$ cat config.mk
export PLATFORM = sky130hd
export DESIGN_NAME = extended_euclid_bezout_top_flat
export DESIGN_NICKNAME = d
export VERILOG_FILES = /design/src/rtl/eeb_pkg.sv /design/src/rtl/eeb_if.sv /design/src/rtl/eeb_div.sv /design/src/rtl/eeb_dp.sv /design/src/rtl/eeb_ctrl.sv /design/src/rtl/extended_euclid_bezout_top.sv /design/src/flat_wrapper.sv
export SDC_FILE = /design/constraint.sdc
export NUM_CORES = 1
export LEC_CHECK = 0
export CELL_PAD_IN_SITES_DETAIL_PLACEMENT = 1
export CELL_PAD_IN_SITES_GLOBAL_PLACEMENT = 1
export CORE_MARGIN = 5
export CORE_UTILIZATION = 54
export DETAILED_ROUTE_END_ITERATION = 8
export DONT_BUFFER_PORTS = 1
export PLACE_DENSITY_LB_ADDON = 0.25
export SLEW_MARGIN = 0
export SYNTH_ARGS = -nofsm -noshare
export SYNTH_HDL_FRONTEND = slang
export SYNTH_SLANG_ARGS = --single-unit
$ cat constraint.sdc
create_clock -name clk_i -period 13.4 [get_ports clk_i]
set_input_delay 0.67 -clock clk_i [delete_from_list [all_inputs] [get_ports clk_i]]
set_output_delay 0.67 -clock clk_i [all_outputs]
set_load 0.005 [all_outputs]
$ cat src/rtl/eeb_pkg.sv
`default_nettype none
// ----------------------------------------------------------------------------
// eeb_pkg
// Shared types and constants of the extended Euclid / Bezout block.
// ----------------------------------------------------------------------------
package eeb_pkg;

  // default operand width
  localparam int OPERAND_BITS_DEF = 31;

  typedef enum logic [1:0] {
    ST_IDLE,
    ST_STEP,
    ST_DIV,
    ST_FINISH
  } eeb_state_e;

  // controller -> datapath
  typedef struct packed {
    logic load;       // capture operands, init recurrences
    logic div_start;  // launch one division step
    logic update;     // shift remainder and coefficient pairs
    logic emit;       // write result register
  } eeb_cmd_t;

  // datapath -> controller
  typedef struct packed {
    logic err;        // an operand was zero
    logic r1_zero;    // remainder chain finished
    logic div_done;   // divider result ready
    logic out_free;   // result register can take a beat
  } eeb_sts_t;

endpackage : eeb_pkg
`default_nettype wire

$ cat src/rtl/eeb_if.sv
`default_nettype none
// ----------------------------------------------------------------------------
// eeb_in_if / eeb_out_if
// Valid/ready channels carrying operand beats and result beats.
// ----------------------------------------------------------------------------
interface eeb_in_if
  import eeb_pkg::*;
#(
  parameter int OPERAND_BITS = OPERAND_BITS_DEF
);
  logic                    valid;
  logic                    ready;
  logic [OPERAND_BITS-1:0] operand_a;
  logic [OPERAND_BITS-1:0] operand_b;

  modport source (output valid, output operand_a, output operand_b, input ready);
  modport sink   (input valid, input operand_a, input operand_b, output ready);
endinterface : eeb_in_if

interface eeb_out_if
  import eeb_pkg::*;
#(
  parameter int OPERAND_BITS = OPERAND_BITS_DEF
);
  logic                         valid;
  logic                         ready;
  logic [OPERAND_BITS-1:0]      common_divisor;
  logic signed [OPERAND_BITS:0] coef_x;
  logic signed [OPERAND_BITS:0] coef_y;
  logic                         status;

  modport source (output valid, output common_divisor, output coef_x, output coef_y,
                  output status, input ready);
  modport sink   (input valid, input common_divisor, input coef_x, input coef_y,
                  input status, output ready);
endinterface : eeb_out_if
`default_nettype wire

$ cat src/rtl/eeb_div.sv
`default_nettype none
// ----------------------------------------------------------------------------
// eeb_div
// Restoring divider, one quotient bit per cycle, MSB first. Each quotient bit
// also feeds two Horner accumulators that form q*mul_s and q*mul_t.
// ----------------------------------------------------------------------------
module eeb_div
  import eeb_pkg::*;
#(
  parameter int OPERAND_BITS = OPERAND_BITS_DEF
) (
  input  wire logic                    clk_i,
  input  wire logic                    rst_ni,
  input  wire logic                    start_i,
  input  wire logic [OPERAND_BITS-1:0] dividend_i,
  input  wire logic [OPERAND_BITS-1:0] divisor_i,
  input  wire logic [OPERAND_BITS:0]   mul_s_i,
  input  wire logic [OPERAND_BITS:0]   mul_t_i,
  output logic                         done_o,
  output logic [OPERAND_BITS-1:0]      rem_o,
  output logic [OPERAND_BITS:0]        prod_s_o,
  output logic [OPERAND_BITS:0]        prod_t_o
);

  localparam int N    = OPERAND_BITS;
  localparam int C    = OPERAND_BITS + 1;
  localparam int CntW = $clog2(N);
  localparam logic [CntW-1:0] LastCnt = CntW'(N - 1);

  logic            busy_q, busy_d;
  logic            done_q, done_d;
  logic [CntW-1:0] cnt_q, cnt_d;
  logic [N-1:0]    rem_q, rem_d;
  logic [N-1:0]    dvd_q, dvd_d;
  logic [C-1:0]    acc_s_q, acc_s_d;
  logic [C-1:0]    acc_t_q, acc_t_d;

  logic [N:0]      shifted;
  logic [N:0]      diff;
  logic            qbit;

  // no borrow out of the trial subtraction means the divisor fits
  always_comb begin
    shifted = {rem_q, dvd_q[N-1]};
    diff    = shifted - {1'b0, divisor_i};
    qbit    = !diff[N];
  end

  always_comb begin
    busy_d  = busy_q;
    done_d  = 1'b0;
    cnt_d   = cnt_q;
    rem_d   = rem_q;
    dvd_d   = dvd_q;
    acc_s_d = acc_s_q;
    acc_t_d = acc_t_q;
    if (start_i) begin
      busy_d  = 1'b1;
      cnt_d   = LastCnt;
      rem_d   = '0;
      dvd_d   = dividend_i;
      acc_s_d = '0;
      acc_t_d = '0;
    end else if (busy_q) begin
      rem_d   = qbit ? diff[N-1:0] : shifted[N-1:0];
      dvd_d   = {dvd_q[N-2:0], 1'b0};
      acc_s_d = {acc_s_q[C-2:0], 1'b0} + (qbit ? mul_s_i : '0);
      acc_t_d = {acc_t_q[C-2:0], 1'b0} + (qbit ? mul_t_i : '0);
      cnt_d   = cnt_q - 1'b1;
      if (cnt_q == '0) begin
        busy_d = 1'b0;
        done_d = 1'b1;
      end
    end
  end

  always_ff @(posedge clk_i or negedge rst_ni) begin
    if (!rst_ni) begin
      busy_q <= 1'b0;
      done_q <= 1'b0;
      cnt_q  <= '0;
    end else begin
      busy_q <= busy_d;
      done_q <= done_d;
      cnt_q  <= cnt_d;
    end
  end

  always_ff @(posedge clk_i) begin
    rem_q   <= rem_d;
    dvd_q   <= dvd_d;
    acc_s_q <= acc_s_d;
    acc_t_q <= acc_t_d;
  end

  assign done_o   = done_q;
  assign rem_o    = rem_q;
  assign prod_s_o = acc_s_q;
  assign prod_t_o = acc_t_q;

endmodule : eeb_div
`default_nettype wire

$ cat src/rtl/eeb_dp.sv
`default_nettype none
// ----------------------------------------------------------------------------
// eeb_dp
// Remainder and coefficient registers, the shared divider and the result
// register with its valid flag.
// ----------------------------------------------------------------------------
module eeb_dp
  import eeb_pkg::*;
#(
  parameter int OPERAND_BITS = OPERAND_BITS_DEF
) (
  input  wire logic                    clk_i,
  input  wire logic                    rst_ni,
  input  wire eeb_cmd_t                cmd_i,
  output eeb_sts_t                     sts_o,
  input  wire logic [OPERAND_BITS-1:0] operand_a_i,
  input  wire logic [OPERAND_BITS-1:0] operand_b_i,
  output logic                         out_valid_o,
  input  wire logic                    out_ready_i,
  output logic [OPERAND_BITS-1:0]      common_divisor_o,
  output logic [OPERAND_BITS:0]        coef_x_o,
  output logic [OPERAND_BITS:0]        coef_y_o,
  output logic                         status_o
);

  localparam int N = OPERAND_BITS;
  localparam int C = OPERAND_BITS + 1;
  localparam logic [C-1:0] CoefOne = {{(C-1){1'b0}}, 1'b1};

  logic [N-1:0] r0_q, r1_q;
  logic [C-1:0] s0_q, s1_q, t0_q, t1_q;
  logic         err_q;
  logic         out_valid_q;
  logic [N-1:0] gcd_q;
  logic [C-1:0] cx_q, cy_q;
  logic         status_q;

  logic         div_done;
  logic [N-1:0] div_rem;
  logic [C-1:0] prod_s, prod_t;

  eeb_div #(
    .OPERAND_BITS(OPERAND_BITS)
  ) u_div (
    .clk_i     (clk_i),
    .rst_ni    (rst_ni),
    .start_i   (cmd_i.div_start),
    .dividend_i(r0_q),
    .divisor_i (r1_q),
    .mul_s_i   (s1_q),
    .mul_t_i   (t1_q),
    .done_o    (div_done),
    .rem_o     (div_rem),
    .prod_s_o  (prod_s),
    .prod_t_o  (prod_t)
  );

  always_ff @(posedge clk_i) begin
    if (cmd_i.load) begin
      r0_q  <= operand_a_i;
      r1_q  <= operand_b_i;
      s0_q  <= CoefOne;
      s1_q  <= '0;
      t0_q  <= '0;
      t1_q  <= CoefOne;
      err_q <= (operand_a_i == '0) || (operand_b_i == '0);
    end else if (cmd_i.update) begin
      r0_q <= r1_q;
      r1_q <= div_rem;
      s0_q <= s1_q;
      s1_q <= s0_q - prod_s;
      t0_q <= t1_q;
      t1_q <= t0_q - prod_t;
    end
    if (cmd_i.emit) begin
      gcd_q    <= err_q ? '0 : r0_q;
      cx_q     <= err_q ? '0 : s0_q;
      cy_q     <= err_q ? '0 : t0_q;
      status_q <= err_q;
    end
  end

  always_ff @(posedge clk_i or negedge rst_ni) begin
    if (!rst_ni) begin
      out_valid_q <= 1'b0;
    end else if (cmd_i.emit) begin
      out_valid_q <= 1'b1;
    end else if (out_ready_i) begin
      out_valid_q <= 1'b0;
    end
  end

  always_comb begin
    sts_o.err      = err_q;
    sts_o.r1_zero  = (r1_q == '0);
    sts_o.div_done = div_done;
    sts_o.out_free = !out_valid_q || out_ready_i;
  end

  assign out_valid_o      = out_valid_q;
  assign common_divisor_o = gcd_q;
  assign coef_x_o         = cx_q;
  assign coef_y_o         = cy_q;
  assign status_o         = status_q;

endmodule : eeb_dp
`default_nettype wire

$ cat src/rtl/eeb_ctrl.sv
`default_nettype none
// ----------------------------------------------------------------------------
// eeb_ctrl
// Sequencer: load, repeated division steps until the remainder is zero or
// an operand was zero, then hand the result to the output register.
// ----------------------------------------------------------------------------
module eeb_ctrl
  import eeb_pkg::*;
(
  input  wire logic     clk_i,
  input  wire logic     rst_ni,
  input  wire logic     in_valid_i,
  output logic          in_ready_o,
  input  wire eeb_sts_t sts_i,
  output eeb_cmd_t      cmd_o
);

  eeb_state_e state_q, state_d;

  always_comb begin
    state_d = state_q;
    case (state_q)
      ST_IDLE: begin
        if (in_valid_i) state_d = ST_STEP;
      end
      ST_STEP: begin
        if (sts_i.err || sts_i.r1_zero) state_d = ST_FINISH;
        else                            state_d = ST_DIV;
      end
      ST_DIV: begin
        if (sts_i.div_done) state_d = ST_STEP;
      end
      ST_FINISH: begin
        if (sts_i.out_free) state_d = ST_IDLE;
      end
      default: state_d = ST_IDLE;
    endcase
  end

  always_comb begin
    cmd_o      = '0;
    in_ready_o = 1'b0;
    case (state_q)
      ST_IDLE: begin
        in_ready_o = 1'b1;
        cmd_o.load = in_valid_i;
      end
      ST_STEP: begin
        cmd_o.div_start = !(sts_i.err || sts_i.r1_zero);
      end
      ST_DIV: begin
        cmd_o.update = sts_i.div_done;
      end
      ST_FINISH: begin
        cmd_o.emit = sts_i.out_free;
      end
      default: ;
    endcase
  end

  always_ff @(posedge clk_i or negedge rst_ni) begin
    if (!rst_ni) state_q <= ST_IDLE;
    else         state_q <= state_d;
  end

  // result only goes out when the output register can take it
  a_emit_free: assert property (@(posedge clk_i) disable iff (!rst_ni)
    cmd_o.emit |-> sts_i.out_free)
    else $error("emit while result register busy");

  // a loaded item always goes to the step check next
  a_load_step: assert property (@(posedge clk_i) disable iff (!rst_ni)
    cmd_o.load |=> (state_q == ST_STEP))
    else $error("load not followed by step");

  // divider is never restarted or bypassed while a step is in flight
  a_div_hold: assert property (@(posedge clk_i) disable iff (!rst_ni)
    (state_q == ST_DIV && !sts_i.div_done) |=> (state_q == ST_DIV))
    else $error("left division before divider finished");

  // update only on divider completion
  a_update_done: assert property (@(posedge clk_i) disable iff (!rst_ni)
    cmd_o.update |-> (sts_i.div_done && !cmd_o.div_start))
    else $error("update without divider result");

endmodule : eeb_ctrl
`default_nettype wire

$ cat src/rtl/extended_euclid_bezout_top.sv
`default_nettype none
// ----------------------------------------------------------------------------
// extended_euclid_bezout_top
// Extended Euclidean algorithm: gcd and Bezout coefficients of two operands.
// ----------------------------------------------------------------------------
// Takes one beat (operand_a, operand_b) on in_i and returns one beat on out_o
// with g = gcd(a, b) and coefficients x, y such that a*x + b*y = g, in the
// minimal form of the textbook recurrence; if either operand is zero, status
// is 1 and g, x, y are 0. Operands are OPERAND_BITS wide, coefficients are
// OPERAND_BITS+1 bits two's complement. One item is in flight at a time:
// in_i.ready is high only while the sequencer is idle. Each Euclid step runs
// one pass of the shared restoring divider, one quotient bit per cycle, and
// the products q*s and q*t are built in shift-add form from the same bits.
// The number of division steps is 0 for a zero operand and at most about
// 1.44*OPERAND_BITS. The result sits in an output register; the next item
// is accepted while it waits.
// ----------------------------------------------------------------------------
module extended_euclid_bezout_top
  import eeb_pkg::*;
#(
  parameter int OPERAND_BITS = OPERAND_BITS_DEF
) (
  input  wire logic clk_i,
  input  wire logic rst_ni,
  eeb_in_if.sink    in_i,
  eeb_out_if.source out_o
);

  eeb_cmd_t                cmd;
  eeb_sts_t                sts;
  logic [OPERAND_BITS:0]   coef_x;
  logic [OPERAND_BITS:0]   coef_y;

  // sequencer: owns in_i.ready and all datapath commands
  eeb_ctrl u_ctrl (
    .clk_i     (clk_i),
    .rst_ni    (rst_ni),
    .in_valid_i(in_i.valid),
    .in_ready_o(in_i.ready),
    .sts_i     (sts),
    .cmd_o     (cmd)
  );

  // remainder/coefficient registers, divider, result register
  eeb_dp #(
    .OPERAND_BITS(OPERAND_BITS)
  ) u_dp (
    .clk_i           (clk_i),
    .rst_ni          (rst_ni),
    .cmd_i           (cmd),
    .sts_o           (sts),
    .operand_a_i     (in_i.operand_a),
    .operand_b_i     (in_i.operand_b),
    .out_valid_o     (out_o.valid),
    .out_ready_i     (out_o.ready),
    .common_divisor_o(out_o.common_divisor),
    .coef_x_o        (coef_x),
    .coef_y_o        (coef_y),
    .status_o        (out_o.status)
  );

  assign out_o.coef_x = $signed(coef_x);
  assign out_o.coef_y = $signed(coef_y);

endmodule : extended_euclid_bezout_top
`default_nettype wire
$ cat src/flat_wrapper.sv
// flat-port wrapper written by rule: the top's interface ports become plain ports
module extended_euclid_bezout_top_flat import eeb_pkg::*;
#(
  parameter int OPERAND_BITS = OPERAND_BITS_DEF
)
  (clk_i, rst_ni, in_i_valid, in_i_operand_a, in_i_operand_b, in_i_ready, out_o_valid, out_o_common_divisor, out_o_coef_x, out_o_coef_y, out_o_status, out_o_ready);
  eeb_in_if #(.OPERAND_BITS(OPERAND_BITS)) in_i_i ();
  eeb_out_if #(.OPERAND_BITS(OPERAND_BITS)) out_o_i ();
  input  wire logic clk_i;
  input  wire logic rst_ni;
  input wire logic [$bits(in_i_i.valid)-1:0] in_i_valid;
  input wire logic [$bits(in_i_i.operand_a)-1:0] in_i_operand_a;
  input wire logic [$bits(in_i_i.operand_b)-1:0] in_i_operand_b;
  output wire logic [$bits(in_i_i.ready)-1:0] in_i_ready;
  output wire logic [$bits(out_o_i.valid)-1:0] out_o_valid;
  output wire logic [$bits(out_o_i.common_divisor)-1:0] out_o_common_divisor;
  output wire logic [$bits(out_o_i.coef_x)-1:0] out_o_coef_x;
  output wire logic [$bits(out_o_i.coef_y)-1:0] out_o_coef_y;
  output wire logic [$bits(out_o_i.status)-1:0] out_o_status;
  input wire logic [$bits(out_o_i.ready)-1:0] out_o_ready;
  assign in_i_i.valid = in_i_valid;
  assign in_i_i.operand_a = in_i_operand_a;
  assign in_i_i.operand_b = in_i_operand_b;
  assign in_i_ready = in_i_i.ready;
  assign out_o_valid = out_o_i.valid;
  assign out_o_common_divisor = out_o_i.common_divisor;
  assign out_o_coef_x = out_o_i.coef_x;
  assign out_o_coef_y = out_o_i.coef_y;
  assign out_o_status = out_o_i.status;
  assign out_o_i.ready = out_o_ready;
  extended_euclid_bezout_top #(.OPERAND_BITS(OPERAND_BITS)) u_core (.clk_i(clk_i), .rst_ni(rst_ni), .in_i(in_i_i), .out_o(out_o_i));
endmodule
==> key figures <==
Floorplan
  • Overall die height: 220 um
  • Floorplan row count: between 70 and 80
  • Boundary Pins: 164
  • Die X: 220 um
  • Area of the core: roughly 0.044 mm2
  • Starting utilization of the core area: 54.2%
  • DIE AREA: just under 0.05 mm2

Timing
  • Shortest clock period the worst path allows after layout: about 6.3 ns
  • Unrepaired setup endpoints after global routing: false
  • Number of endpoints with negative hold slack in the final report: 0
  • Achievable frequency: 0.158 GHz
  • Worst Clk Skew: roughly 0.027 ns
  • Actual transition at the worst max-transition pin: 1.11 ns
  • Total Negative Setup Slacks: 0 ns
  • Max Transition Viols Final: 0
  • Share of the clock period used by the worst path: approximately 47%
  • Post-Route Hold Slack: 0.248 ns
  • Normalized max-slew margin: 26.0%
  • Setup-violating endpoint count in the final report: 0

GRT
  • Pin count of the biggest net entering global routing: 124
  • Sum of overflow across all layers after global routing: 0
  • Wire length of the first global-routing pass: between 100,000 and 150,000 um
  • Total Routing Usage GR: 27.3%
  • Number of global-route vias before repair: 20,200
  • Number of antenna violations at the first check in global routing: 1

Worst setup path
  • Worst endpoint data arrival time: 6.83 ns
  • Type of origin of the critical path: flip-flop
  • R2R Path End: u_core.u_dp.u_div.prod_s_o[30]
  • Reg2reg start: u_core.u_dp.r1_q[4]
  • Critical path origin: u_core.u_dp.r1_q[4]
  • Kind of end point of the critical path: flip-flop
  • Buf/Inv on CP: 2
  • Cell type group with the largest total delay on the critical path: compound AO/OA/AOI/OAI gates
  • Data required time at the worst endpoint: 13.89 ns
  • Delay of the slowest cell on the worst path: 0.80 ns
  • Slack of the worst reg-to-reg path: 7.06 ns
  • Crit path to: u_core.u_dp.u_div.prod_s_o[30]
  • Cells along the critical path: inv_1 -> ha_1 -> a211oi_1 -> o21bai_1 -> o21ai_1 -> a21oi_1 -> o21ai_1 -> xnor2_4 -> buf_4 -> and2_1 -> ha_1 -> a21o_1 -> a21o_1 -> a221oi_1 -> nand3b_1 -> o21ai_1 -> o211ai_1 -> o211a_1 -> o41ai_1 -> xor2_1 -> a211oi_1
  • Worst Reg2Reg Path Length in Cells: 21
  • Most Frequent Cell on Critical Path: sky130_fd_sc_hd__o21ai_1
  • Maximum fanout along the worst path: 90
  • Number of stages on the worst setup path: 21
  • Critical-path top delay cell: sky130_fd_sc_hd__buf_4
  • Worst Path Class, Setup: reg -> reg

Power and ir drop
  • Fraction of power consumed by sequential logic: between 30% and 40%
  • Pwr Density: roughly 230 mW/mm2
  • Peak VDD IR: 0.274 mV
  • Internal Power: 3.60 mW
  • Sw Pwr: 2.44 mW
  • Static leakage power: around 11 nW
  • Clock network fraction of design power: between 20% and 30%
  • Power share of the combinational group: 43.7%
  • Switching fraction of total power: 40.4%

Finish
  • Area overhead of the layout relative to synthesis: 8.75%
  • Leading cell type in the layout, fill and taps excluded: sky130_fd_sc_hd__nand2_1
  • Ant diodes: 0
  • Top library cells by usage in the layout, fill and taps aside: sky130_fd_sc_hd__nand2_1, sky130_fd_sc_hd__a21oi_1, sky130_fd_sc_hd__dfxtp_1
  • Fraction of layout cells with a size suffix above 1: 5.64%
  • Final Core Density: between 50 and 60%
  • Fin cells: 3,198
  • Post-route cell area: 0.0259 mm2
  • Total number of nets in the final design: 2,793

Hold path
  • Hold Crit Class: in -> reg
  • Number of stages on the worst hold path: 2

Place
  • DP Wirelength: 46,500 um
  • Weighted congestion at the end of routability-driven global placement: 0.914
  • Number of instances in the placed design: 3,109
  • Post-DP Area: between 0.02 and 0.025 mm2
  • Count of input and output buffers: 0

Detailed routing
  • Vias post-DR: 19,100
  • Sum of routed wire length over all layers: approximately 67,000 um
  • Per-cell routed wire length: 21.0 um
  • Residual DRC: 0
  • Detail Route Antenna Nets: 0
  • Detailed-router iteration count before antenna repair: 5
  • Number of DRC markers after the initial detailed-route iteration: 1,023
  • Number of vias per cell after detailed routing: 5.97

Yosys
  • Post-synthesis average cell area: approximately 9.1 um2
  • Sequential share of the synthesized area: between 40 and 50%
  • Number of enable-type register cells in the synthesized netlist: 190
  • Synth area leader: sky130_fd_sc_hd__edfxtp_1
  • Synthesized Nets: 2,834
  • Area share of the largest cell type after synthesis: 24.0%
  • Share of async-settable or async-resettable flops after synthesis: 2.36%
  • Dominant cells by area after synthesis: sky130_fd_sc_hd__edfxtp_1, sky130_fd_sc_hd__dfxtp_1, sky130_fd_sc_hd__ha_1, sky130_fd_sc_hd__nand2_1, sky130_fd_sc_hd__a21oi_1
  • Dominant register cell in the synthesized netlist: sky130_fd_sc_hd__dfxtp_1
  • Flop and latch count out of synthesis: 423
  • Count of yosys warnings during synthesis: 0
  • Mapped cell area: 0.0238 mm2
  • Number of distinct library cell variants in the gate-level netlist after synthesis: 80
  • Mapped Cells: 2,608

CTS
  • Clock sink count: approximately 420
  • Post-cts resize count: 0
  • Clk root buf: sky130_fd_sc_hd__clkbuf_16
  • Worst-path clk slew: 0.07 ns
  • CTS tree: yes
  • Maximum buffer depth of the clock tree: 3
  • Deepest level of the CTS H-tree: 2
  • Clock buffer count from CTS: 47
  • Worst-Skew Late Latency: 0.60 ns

Run
  • Number of violations of the max-capacitance limit: 0

Run status
  • Status: finished, final reports clean
[power groups by stage]
stage | Combinational, mW | Clock (mW) | Sequential (mW)
after floorplan | 2.03 | 0 | 1.98
after global placement | 2.47 | 0 | 2.07
after detailed placement | 2.59 | 0 | 2.09
after CTS | 2.64 | 1.36 | 2.07
after global routing | 2.92 | 1.42 | 2.10
final | 2.64 | 1.34 | 2.07
[sequential cells by signal, indices dropped and copies added (netlist names), 2 cells and up]
name	count
u_core.u_dp.t1_q	32
u_core.u_dp.r0_q	31
u_core.u_ctrl.state_q	2
u_core.u_dp.common_divisor_o	31
u_core.u_dp.r1_q	31
u_core.u_dp.u_div.dvd_q	31
u_core.u_dp.u_div.rem_o	31
u_core.u_dp.coef_y_o	32
u_core.u_dp.u_div.prod_t_o	32
u_core.u_dp.s0_q	32
u_core.u_dp.t0_q	32
u_core.u_dp.u_div.prod_s_o	32
u_core.u_dp.u_div.cnt_q	5
u_core.u_dp.coef_x_o	32
u_core.u_dp.s1_q	32
[repair_timing]
action	4_1_cts	5_1_grt
hold endpoints to repair	10	0
buffers inserted	0	0
hold buffers	1	0
[worst min path at each step]
stage                                          end                from
after floorplan           u_core.u_ctrl.state_q[0]              rst_ni
after global placement     u_core.u_dp.out_valid_o              rst_ni
after detailed placement   u_core.u_dp.out_valid_o              rst_ni
after CTS                     u_core.u_dp.r1_q[26]  in_i_operand_b[26]
after global routing          u_core.u_dp.r1_q[26]  in_i_operand_b[26]
final                         u_core.u_dp.r1_q[26]  in_i_operand_b[26]
[synth_stat cells, drive strengths merged (19+ instances only)]
library cell and n:
nand2 393, a211oi 54, o21bai 25, o21a 19, ha 155, nand2b 37
mux2 30, nor3 28, mux2i 61, xnor2 85, nor4 29, nor2b 110
clkbuf 92, dfxtp 223, a21oi 227, edfxtp 190, xor2 50, nand4 21
and2 68, o21ai 140, inv 138, a21o 61, nand3 27, a31oi 22
nor2 163
[per-stage QoR]
| step | power (mW) | setup slack [ns] |
|---|---|---|
| floorplan | 4.01 | 8.10 |
| global placement | 4.54 | 7.39 |
| detailed placement | 4.68 | 7.16 |
| CTS | 6.07 | 7.11 |
| global route | 6.44 | 6.56 |
| finish | 6.05 | 7.06 |
[cells by family (layout without fill, tap and decap cells)]
family / count (synthesis) / in the layout / share of synthesized area [%]
DFF: 423 / 423 / 43.8
AOI/OAI and AO/OA: 633 / 633 / 16.4
and+or+nand+nor: 919 / 919 / 18.2
adders and majority gates: 160 / 160 / 8.57
xor gates and xnor gates: 135 / 135 / 5.00
buffers and inverters: 246 / 244 / 3.95
muxes: 92 / 92 / 4.08
[per-layer routing]
| metal | part of all wire, % | global-route usage [%] | vias up |
|---|---|---|---|
| met5 | 0.016 | 0 | - |
| met4 | 3.1 | 8.80 | 2 |
| met3 | 3.9 | 4.19 | 121 |
| met2 | 50 | 48.9 | 379 |
| met1 | 43 | 33.8 | 9489 |
| li1 | - | - | 9087 |
[area by class of cell]
type / count / area [um2]
Clock buffer: 57 / 1220
Clock inverter: 31 / 355
Fill cell: 5014 / 18100
Inverter: 138 / 523
Multi-Input combinational cell: 1939 / 12500
Sequential cell: 423 / 10400
Tap cell: 592 / 741
Timing Repair Buffer: 18 / 138
Power figures use the tool's default switching activity.
